**config.mk**
```make
export PLATFORM = sky130hd
export DESIGN_NAME = por_ctrl
export DESIGN_NICKNAME = d
export VERILOG_FILES = /design/src/hw/rtl/por_pkg.sv /design/src/hw/rtl/por_ctrl.sv
export SDC_FILE = /design/constraint.sdc
export NUM_CORES = 1
export LEC_CHECK = 0
export CORE_AREA = 2 2 39 41
export DETAILED_ROUTE_END_ITERATION = 8
export DIE_AREA = 0 0 41 43
export DONT_BUFFER_PORTS = 1
export PLACE_DENSITY = 0.4
export REMOVE_ABC_BUFFERS = 1
export SKIP_LAST_GASP = 1
export SLEW_MARGIN = 10
export SYNTH_ARGS = -nofsm -noshare
export SYNTH_HDL_FRONTEND = slang
export SYNTH_SLANG_ARGS = --single-unit
```
**constraint.sdc**
```tcl
create_clock -name clk -period 2.2 [get_ports clk]
set_clock_uncertainty 0.2 [all_clocks]
set_input_delay 0.33 -clock clk [delete_from_list [all_inputs] [get_ports clk]]
set_output_delay 0.33 -clock clk [all_outputs]
set_load 0.02 [all_outputs]
```
**src/hw/rtl/por_pkg.sv**
```systemverilog
// Shared types and constants for the port owner registry.
// Used by the controller, the datapath, the top level and the checker.
`default_nettype none

package por_pkg;

	// Table geometry
	localparam int PORT_COUNT = 1024;
	localparam int AW         = (PORT_COUNT > 1) ? $clog2(PORT_COUNT) : 1;
	localparam int ENTRY_W    = 33;   // used bit over {process, thread}

	// Operation codes
	localparam logic [1:0] FN_REG  = 2'd0;
	localparam logic [1:0] FN_REL  = 2'd1;
	localparam logic [1:0] FN_LOOK = 2'd2;
	localparam logic [1:0] FN_ALL  = 2'd3;

	// Result status codes
	localparam logic [2:0] ST_OK        = 3'd0;
	localparam logic [2:0] ST_BAD_PORT  = 3'd1;
	localparam logic [2:0] ST_TAKEN     = 3'd2;
	localparam logic [2:0] ST_EMPTY     = 3'd3;
	localparam logic [2:0] ST_NOT_OWNER = 3'd4;

	// Controller to datapath
	typedef struct packed {
		logic cap;       // capture the accepted transaction
		logic rd_port;   // read the entry of the incoming port
		logic sweep_rd;  // read the entry at the sweep counter
		logic clr_wr;    // clear the entry at the sweep counter
		logic cnt_clr;   // restart the sweep counter
		logic ev_fire;   // finish the operation and load the result
	} por_cmd_t;

	// Datapath to controller
	typedef struct packed {
		logic cnt_last;  // counter sits on the last entry
		logic out_free;  // result register can take a new result
	} por_sts_t;

endpackage

`default_nettype wire

```
**src/hw/rtl/por_ctrl.sv**
```systemverilog
// Controller state machine for the port owner registry.
// Depends on por_pkg for command and status structs and operation codes.
`default_nettype none

module por_ctrl
	import por_pkg::*;
(
	input  wire logic       clk,
	input  wire logic       arst_n,
	input  wire logic       in_valid,
	input  wire logic [1:0] func,
	output logic            in_stall,
	output por_cmd_t        cmd,
	input  wire por_sts_t   sts
);

	localparam logic [2:0] S_CLR   = 3'd0;
	localparam logic [2:0] S_IDLE  = 3'd1;
	localparam logic [2:0] S_SWEEP = 3'd2;
	localparam logic [2:0] S_DRAIN = 3'd3;
	localparam logic [2:0] S_EVAL  = 3'd4;

	logic [2:0] state_q;
	logic [2:0] state_nxt;

	// Decode commands and next state
	always_comb begin
		cmd       = '0;
		state_nxt = state_q;
		in_stall  = 1'b1;
		case (state_q)
			S_CLR: begin
				cmd.clr_wr = 1'b1;
				if (sts.cnt_last)
					state_nxt = S_IDLE;
			end
			S_IDLE: begin
				in_stall = 1'b0;
				if (in_valid) begin
					cmd.cap = 1'b1;
					if (func == FN_ALL) begin
						cmd.cnt_clr = 1'b1;
						state_nxt   = S_SWEEP;
					end else begin
						cmd.rd_port = 1'b1;
						state_nxt   = S_EVAL;
					end
				end
			end
			S_SWEEP: begin
				cmd.sweep_rd = 1'b1;
				if (sts.cnt_last)
					state_nxt = S_DRAIN;
			end
			S_DRAIN: begin
				// last compare and write back happen here
				state_nxt = S_EVAL;
			end
			S_EVAL: begin
				if (sts.out_free) begin
					cmd.ev_fire = 1'b1;
					state_nxt   = S_IDLE;
				end
			end
			default: begin
				state_nxt = S_IDLE;
			end
		endcase
	end

	// Advance state; start with the clearing pass
	always_ff @(posedge clk or negedge arst_n) begin
		if (!arst_n)
			state_q <= S_CLR;
		else
			state_q <= state_nxt;
	end

endmodule

`default_nettype wire

```
# After elaboration in Yosys (flattened, before gate mapping)
# Index checks and enable logic that the tools add are counted.
# W data, S select, Z words.
[totals]
register_bits = 3
input_bits = 7
out_inout_bits = 7
elab_cells = 29
[op_classes]
eq_ne = 9
muxes = 17
n_reduce_logical = 2
[ops]
columns = ["cell", "count"]
rows = [
  ["$mux W3", 5],
  ["$pmux W3 S5", 1],
  ["$mux W1", 9],
  ["$ne A2 B2 Y1 const B", 4],
  ["$eq A3 B2 Y1 const B", 2],
  ["$mux W2", 2],
  ["$reduce_and A4 Y1", 1],
  ["$eq A3 B1 Y1 const B", 1],
  ["$eq A3 B3 Y1 const B", 1],
  ["$logic_not A3 Y1", 1],
  ["$eq A2 B2 Y1 const B", 1],
]

# Longest topological paths before layout
# Gate-level depths: netlist of the first run.
[depth]
ltp_word = 4
ltp_mapped = 2

# Least setup slack after synthesis of the first run
# Ideal clock, no wire load.
[synth_timing]
path_kind = "reg2out"
start = "register state_q[1]"
end = "output cmd[4] (netlist name)"
t_arrival_ns = 1.039
required_time_ns = 1.670
slack_ns = 0.631
stages_incl_launch_ff = 3
path_cell_list = "dfrtp_1 nand4bb_1 a21oi_1"
[synth_lines]
columns = ["element", "line", "rtl"]
rows = [
  ["start: declaration", "por_ctrl.sv:23", "logic [2:0] state_q;"],
  ["start signal: assignment", "por_ctrl.sv:76", "state_q <= state_nxt;"],
  ["end: declaration", "por_ctrl.sv:13", "output por_cmd_t cmd,"],
]

==> results of run 1 <==
## final timing paths
| kind | start | end | slack (ns) | cells after the start |
|---|---|---|---|---|
| worst min register to register | state_q[2] | state_q[0] | 0.46 | 1 |
| max in group asynchronous | arst_n | state_q[2] | 1.52 | 1 |
| worst min-delay path | func[1] | state_q[1] | 0.07 | 2 |
| min in group asynchronous | arst_n | state_q[1] | 0.14 | 1 |
| worst max register to register | state_q[0] | state_q[0] | 0.72 | 2 |
| worst max-delay path | state_q[2] | cmd[4] | 0.29 | 2 |
## layer usage
| layer | vias up | GRT usage (%) |
|---|---|---|
| li1 | 97 | - |
| met1 | 93 | 6.774 |
| met2 | 18 | 8.750 |
| met3 | 3 | 4.188 |
| met4 | 0 | 10.00 |
| met5 | - | 0 |
## area by class of cell
type	instances	area share, %
Tap cell	16	7.143
Clock buffer	4	9.375
Sequential cell	3	26.79
Timing Repair Buffer	4	11.61
Inverter	1	1.339
Multi-Input combinational cell	18	43.75
## logic make-up after synthesis
logic type             Yosys count
buffers and inverters            1
AOI/OAI and AO/OA                5
and+or+nand+nor                 13
DFF                              3
## per-stage QoR
step                      util, %  power (µW)  hold WS [ns]  instances  area (µm²)
after floorplan                 -       258.5       -0.1656         22       201.4
after global placement      17.63       312.8       -0.1655         41       244.0
after detailed placement    17.63       315.2       -0.1655         41       244.0
after CTS                   20.25       417.5       0.07949         46       280.3
after global routing        20.25       430.6       0.09777         46       280.3
final                       20.25       414.0       0.07045         46       280.3
## placed cells by master, fill, tap and decap left out
cell | synthesis | routed
clkbuf_4 | 0 | 3
buf_4 | 0 | 3
dfrtp_1 | 3 | 3
nor3b_1 | 2 | 2
nand2_1 | 2 | 2
nor3_1 | 2 | 2
nand2b_1 | 1 | 1
or2_1 | 1 | 1
nand4bb_1 | 1 | 1
a21oi_1 | 1 | 1
inv_1 | 1 | 1
nor2_1 | 1 | 1
a21bo_2 | 1 | 1
or4b_1 | 1 | 1
nand3b_1 | 1 | 1
o211ai_1 | 1 | 1
o21bai_1 | 1 | 1
nor2b_1 | 1 | 1
o31a_1 | 1 | 1
clkbuf_1 | 0 | 1
dlygate4sd3_1 | 0 | 1
## what timing repair did
| action | CTS | global route |
|---|---|---|
| setup buffers | 0 | 0 |
| hold endpoints to repair | 3 | 0 |
| hold buffers | 1 | 0 |
| endpoints found under the setup margin | 0 | 0 |
## critical path: cells and delay by family, from the launching register on
kind | cells | cell delay [ns]
flops | 1 | 0.45
compound gates | 1 | 0.41
simple gates | 1 | 0.27
## power breakdown
| part | leakage [µW] | switching [µW] | internal [µW] |
|---|---|---|---|
| combinational | 0.0000641 | 107 | 80.5 |
| sequential | 0.0000382 | 47.6 | 78.6 |
| clock | 0.0000150 | 31.7 | 68.1 |
==> impl_metrics.tcl, run 1 <==
set metrics [dict create \
    crit_required_ns 1.67 \
    gr-total-overflow 0 \
    start_util_pct 14.56 \
    netlist_instances 22 \
    end_kind "output port" \
    synth_edf_count 0 \
    synth_compound_area_share_pct 19.25 \
    ant_nets 0 \
    yosysWarnings 0 \
    timing.critical_path.cells "nand4bb_1 > a21oi_1" \
    fp.coreArea_um2 1384 \
    fp.dieW_um 41 \
    nFillCells 159 \
    clkTransAtPathRegs_ns 0.04 \
    dp_slack_ns 0.5361 \
    ys_ff_latch 3 \
    synth_top_area_share_pct 37.27 \
    final_max_slew_viol_count 0 \
    yosys.area_share.xor_xnor_pct 0 \
    largest_reg_flops 3 \
    post_cts_resized 0 \
    grt_max_degree 10 \
    top_regs "state_q x3" \
    final_layout_size_suffix_gt1_share_pct 23.33 \
    io_buffers 0 \
    power_density_nw_per_um2 1477 \
    area_growth_pct 39.13 \
    synth_area_leader_cell "dfrtp_1" \
    num_antenna_cells 0 \
    cp-start-kind "flop" \
    finalCritPeriodShare_pct 86.64 \
    rows 14 \
    ys_async_sr_fraction_pct 100.0 \
    syn_area_um2 201.4 \
    grt_first_pass_wirelength_um 759 \
    drtPass1Iterations 4 \
    synth.area.mux_share_pct 0 \
    seq_area_frac_synth_pct 37.27 \
    top_register "state_q" \
    clockBufferDepth 2 \
    synth.most_common_cell "dfrtp_1" \
    grt_usage_pct 7.236 \
    wire_per_inst_um 12.37 \
    antenna_found_initial 0 \
    slowest_delay_ns 0.45 \
    met3WireLength_um 85 \
    worst_slack_ns 0.2939 \
    ios 14 \
    drc 0 \
    drt_iter0_markers 9 \
    critPathArrivalTime_ns 1.38 \
    synthAdderAreaFrac_pct 0 \
    avgSynthCellArea_um2 9.157 \
    clock-sinks 3 \
    vias 211 \
    crit_slowest_cell "dfrtp_1" \
    h-tree-depth 1 \
    worstMarginPinSlew_ns 0.4533 \
    status "completed" \
    wl_met2_um 247 \
    clk_latency_ns 0.24 \
    dpl.hpwl_um 430.9 \
    via_per_inst 4.587 \
    gp_congestion 0.7674 \
    synthFlopType "dfrtp_1" \
    rsz0062_at_grt "false" \
    final_nets 38 \
    die_area_um2 1763 \
    final-seq-area_um2 75.07 \
    highest_layer "met4" \
    hold_class "in -> reg" \
    ys_top_cells_by_area "dfrtp_1, nor3b_1, nand4bb_1" \
    setup_violations 0 \
    routed_wl_um 569 \
    min_period_ns 1.906 \
    cts_tree "yes" \
    fin_setup_tns_ns 0 \
    wl_met1_um 215 \
    cellLeakagePower_uw 0.0001174 \
    numCtsBuffers 3 \
    finalHoldViolCount 0 \
    synthTopCellsByCount "dfrtp_1, nand2_1, nor3_1, nor3b_1" \
    crit_type "reg -> out" \
    ir_drop_mv 0.3577 \
    grt_pass1_vias 202 \
    fmax_mhz 524.6 \
    yosysUniqueCellTypes 17 \
    multiInputGateArea_um2 122.6 \
    cp_max_fo 8 \
    maxSlewHeadroom_pct 69.87 \
    clockRootBuffer "clkbuf_4" \
    synthSimpleGateAreaFrac_pct 41.61 \
    die_h_um 43 \
    synth_top_family_by_area "simple AND/OR/NAND/NOR gates" \
    maxCapViolCount 0 \
]
No activity file was read; power rests on OpenSTA's default activity.
==> run 2, diff against run 1 <==
--- a/config.mk
+++ b/config.mk
@@ -9,6 +9,7 @@
 export DETAILED_ROUTE_END_ITERATION = 8
 export DIE_AREA = 0 0 41 43
 export DONT_BUFFER_PORTS = 1
+export GPL_ROUTABILITY_DRIVEN = 0
 export PLACE_DENSITY = 0.4
 export REMOVE_ABC_BUFFERS = 1
 export SKIP_LAST_GASP = 1
==> constraint.sdc (replaced) <==
create_clock -name clk -period 2.3 [get_ports clk]
set_clock_uncertainty 0.2 [all_clocks]
set_input_delay 0.345 -clock clk [delete_from_list [all_inputs] [get_ports clk]]
set_output_delay 0.345 -clock clk [all_outputs]
set_load 0.02 [all_outputs]
==> impl_metrics.tcl, run 2 (synthesis gave the netlist of run 1 again) <==
set metrics [dict create \
    status "completed" \
    finalCritPeriodShare_pct 84.14 \
    final_max_slew_viol_count 0 \
    clockRootBuffer "clkbuf_4" \
    end_kind "output port" \
    top_usage_layer "met4" \
    post_cts_resized 0 \
    top_regs "state_q x3" \
    final_layout_size_suffix_gt1_share_pct 17.86 \
    fp.coreArea_um2 1384 \
    dpl.hpwl_um 385.6 \
    cts_hold_buf 1 \
    routed_wl_um 504 \
    numCtsBuffers 3 \
    ff2ff_setup_slack_ns 0.81 \
    h-tree-depth 1 \
    fin_setup_tns_ns 0 \
    final_nets 36 \
    met1_usage_pct 6.818 \
    ir_drop_mv 0.2098 \
    clockBufferDepth 2 \
    die_area_um2 1763 \
    worstMarginPinSlew_ns 0.6333 \
    grt_max_degree 10 \
    r2r.worst_path.cells 2 \
    finalHoldViolCount 0 \
    power_density_nw_per_um2 1398 \
    maxSlewHeadroom_pct 57.45 \
    drtPass1Iterations 1 \
    start_util_pct 14.56 \
    setup_violations 0 \
    via_per_inst 4.273 \
    wire_per_inst_um 11.45 \
    slowest_delay_ns 0.44 \
    timing.critical_path.cells "nand4bb_1 > a21oi_1" \
    top_register "state_q" \
    fp.dieW_um 41 \
    cp-start-kind "flop" \
    crit_start "state_q[1]" \
    io_buffers 0 \
    maxCapViolCount 0 \
    crit_slowest_cell "dfrtp_1" \
    clk_latency_ns 0.24 \
    num_antenna_cells 0 \
    area_growth_pct 31.68 \
    rsz0062_at_grt "false" \
    antenna_found_initial 0 \
    cts_setup_buffers 0 \
    gr-total-overflow 0 \
    clock-sinks 3 \
    grt_first_pass_wirelength_um 814 \
    grt_pass1_vias 204 \
    final_cell_mix "clkbuf_4, dfrtp_1, nor3b_1, nand2_1, nor3_1" \
    multiInputGateArea_um2 122.6 \
    clkTransAtPathRegs_ns 0.04 \
    largest_reg_flops 3 \
    crit_type "reg -> out" \
    nFillCells 159 \
    drt_iter0_markers 0 \
    cts_tree "yes" \
    die_h_um 43 \
    timing.rr.end "state_q[0]" \
    final-instance-count-excl-fill 44 \
    cp_max_fo 8 \
    use_met3_pct 5.759 \
    endpoint "cmd[4]" \
    dp.cells 39 \
    p_total_uw 370.9 \
    cellLeakagePower_uw 0.0001070 \
    vias 188 \
    grt_usage_pct 7.855 \
    crit_required_ns 1.75 \
    critPathArrivalTime_ns 1.39 \
    fmax_mhz 516.8 \
    ios 14 \
    ant_nets 0 \
    hold_class "in -> reg" \
    rr_startpoint "state_q[0]" \
    grt.met2_usage_pct 9.688 \
    drc 0 \
    min_period_ns 1.935 \
    rows 14 \
    final-seq-area_um2 75.07 \
]
## run 2: worst min path at each step
stage / from / endpoint / slack (ns) / cells after the start
after global placement: arst_n / state_q[0] / -0.15 / 0
after global routing: func[1] / state_q[1] / 0.11 / 2
after CTS: func[1] / state_q[1] / 0.09 / 2
final: func[1] / state_q[1] / 0.09 / 2
after detailed placement: arst_n / state_q[0] / -0.15 / 0
after floorplan: arst_n / state_q[0] / -0.15 / 0
## run 2: metal layers
| metal | wire, µm | up-vias |
|---|---|---|
| li1 | - | 93 |
| met1 | 204 | 82 |
| met2 | 220 | 11 |
| met3 | 60 | 2 |
| met4 | 19 | 0 |
| met5 | 0 | - |
## run 2: per-stage QoR
step           cell area, µm²  util, %  setup WS (ns)  hold slack (ns)
5_1_grt                 265.3    19.17         0.2844           0.1132
6_report                265.3    19.17         0.3649          0.09482
2_1_floorplan           201.4        -         0.7158          -0.1506
3_3_place_gp            229.0    16.55         0.6188          -0.1505
3_5_place_dp            229.0    16.55         0.5996          -0.1505
4_1_cts                 265.3    19.17         0.3381          0.09289
## run 2: cell type report
cell class | count | area share (%)
Timing Repair Buffer | 2 | 6.604
Inverter | 1 | 1.415
Sequential cell | 3 | 28.30
Multi-Input combinational cell | 18 | 46.23
Tap cell | 16 | 7.547
Clock buffer | 4 | 9.906
## run 2: worst max-delay path, delay by kind of cell (launching register included)
kind	cells	cell delay (ns)
flip-flops	1	0.44
AO/OA/AOI/OAI	1	0.42
AND/OR/NAND/NOR	1	0.30
## run 2: power breakdown
group          total (µW)  internal [µW]  switching (µW)  leakage (µW)
clock                95.2           65.2            30.0     0.0000150
combinational         157           59.0            98.0     0.0000537
sequential            119           75.2            43.6     0.0000382
total                 371            199             172      0.000107
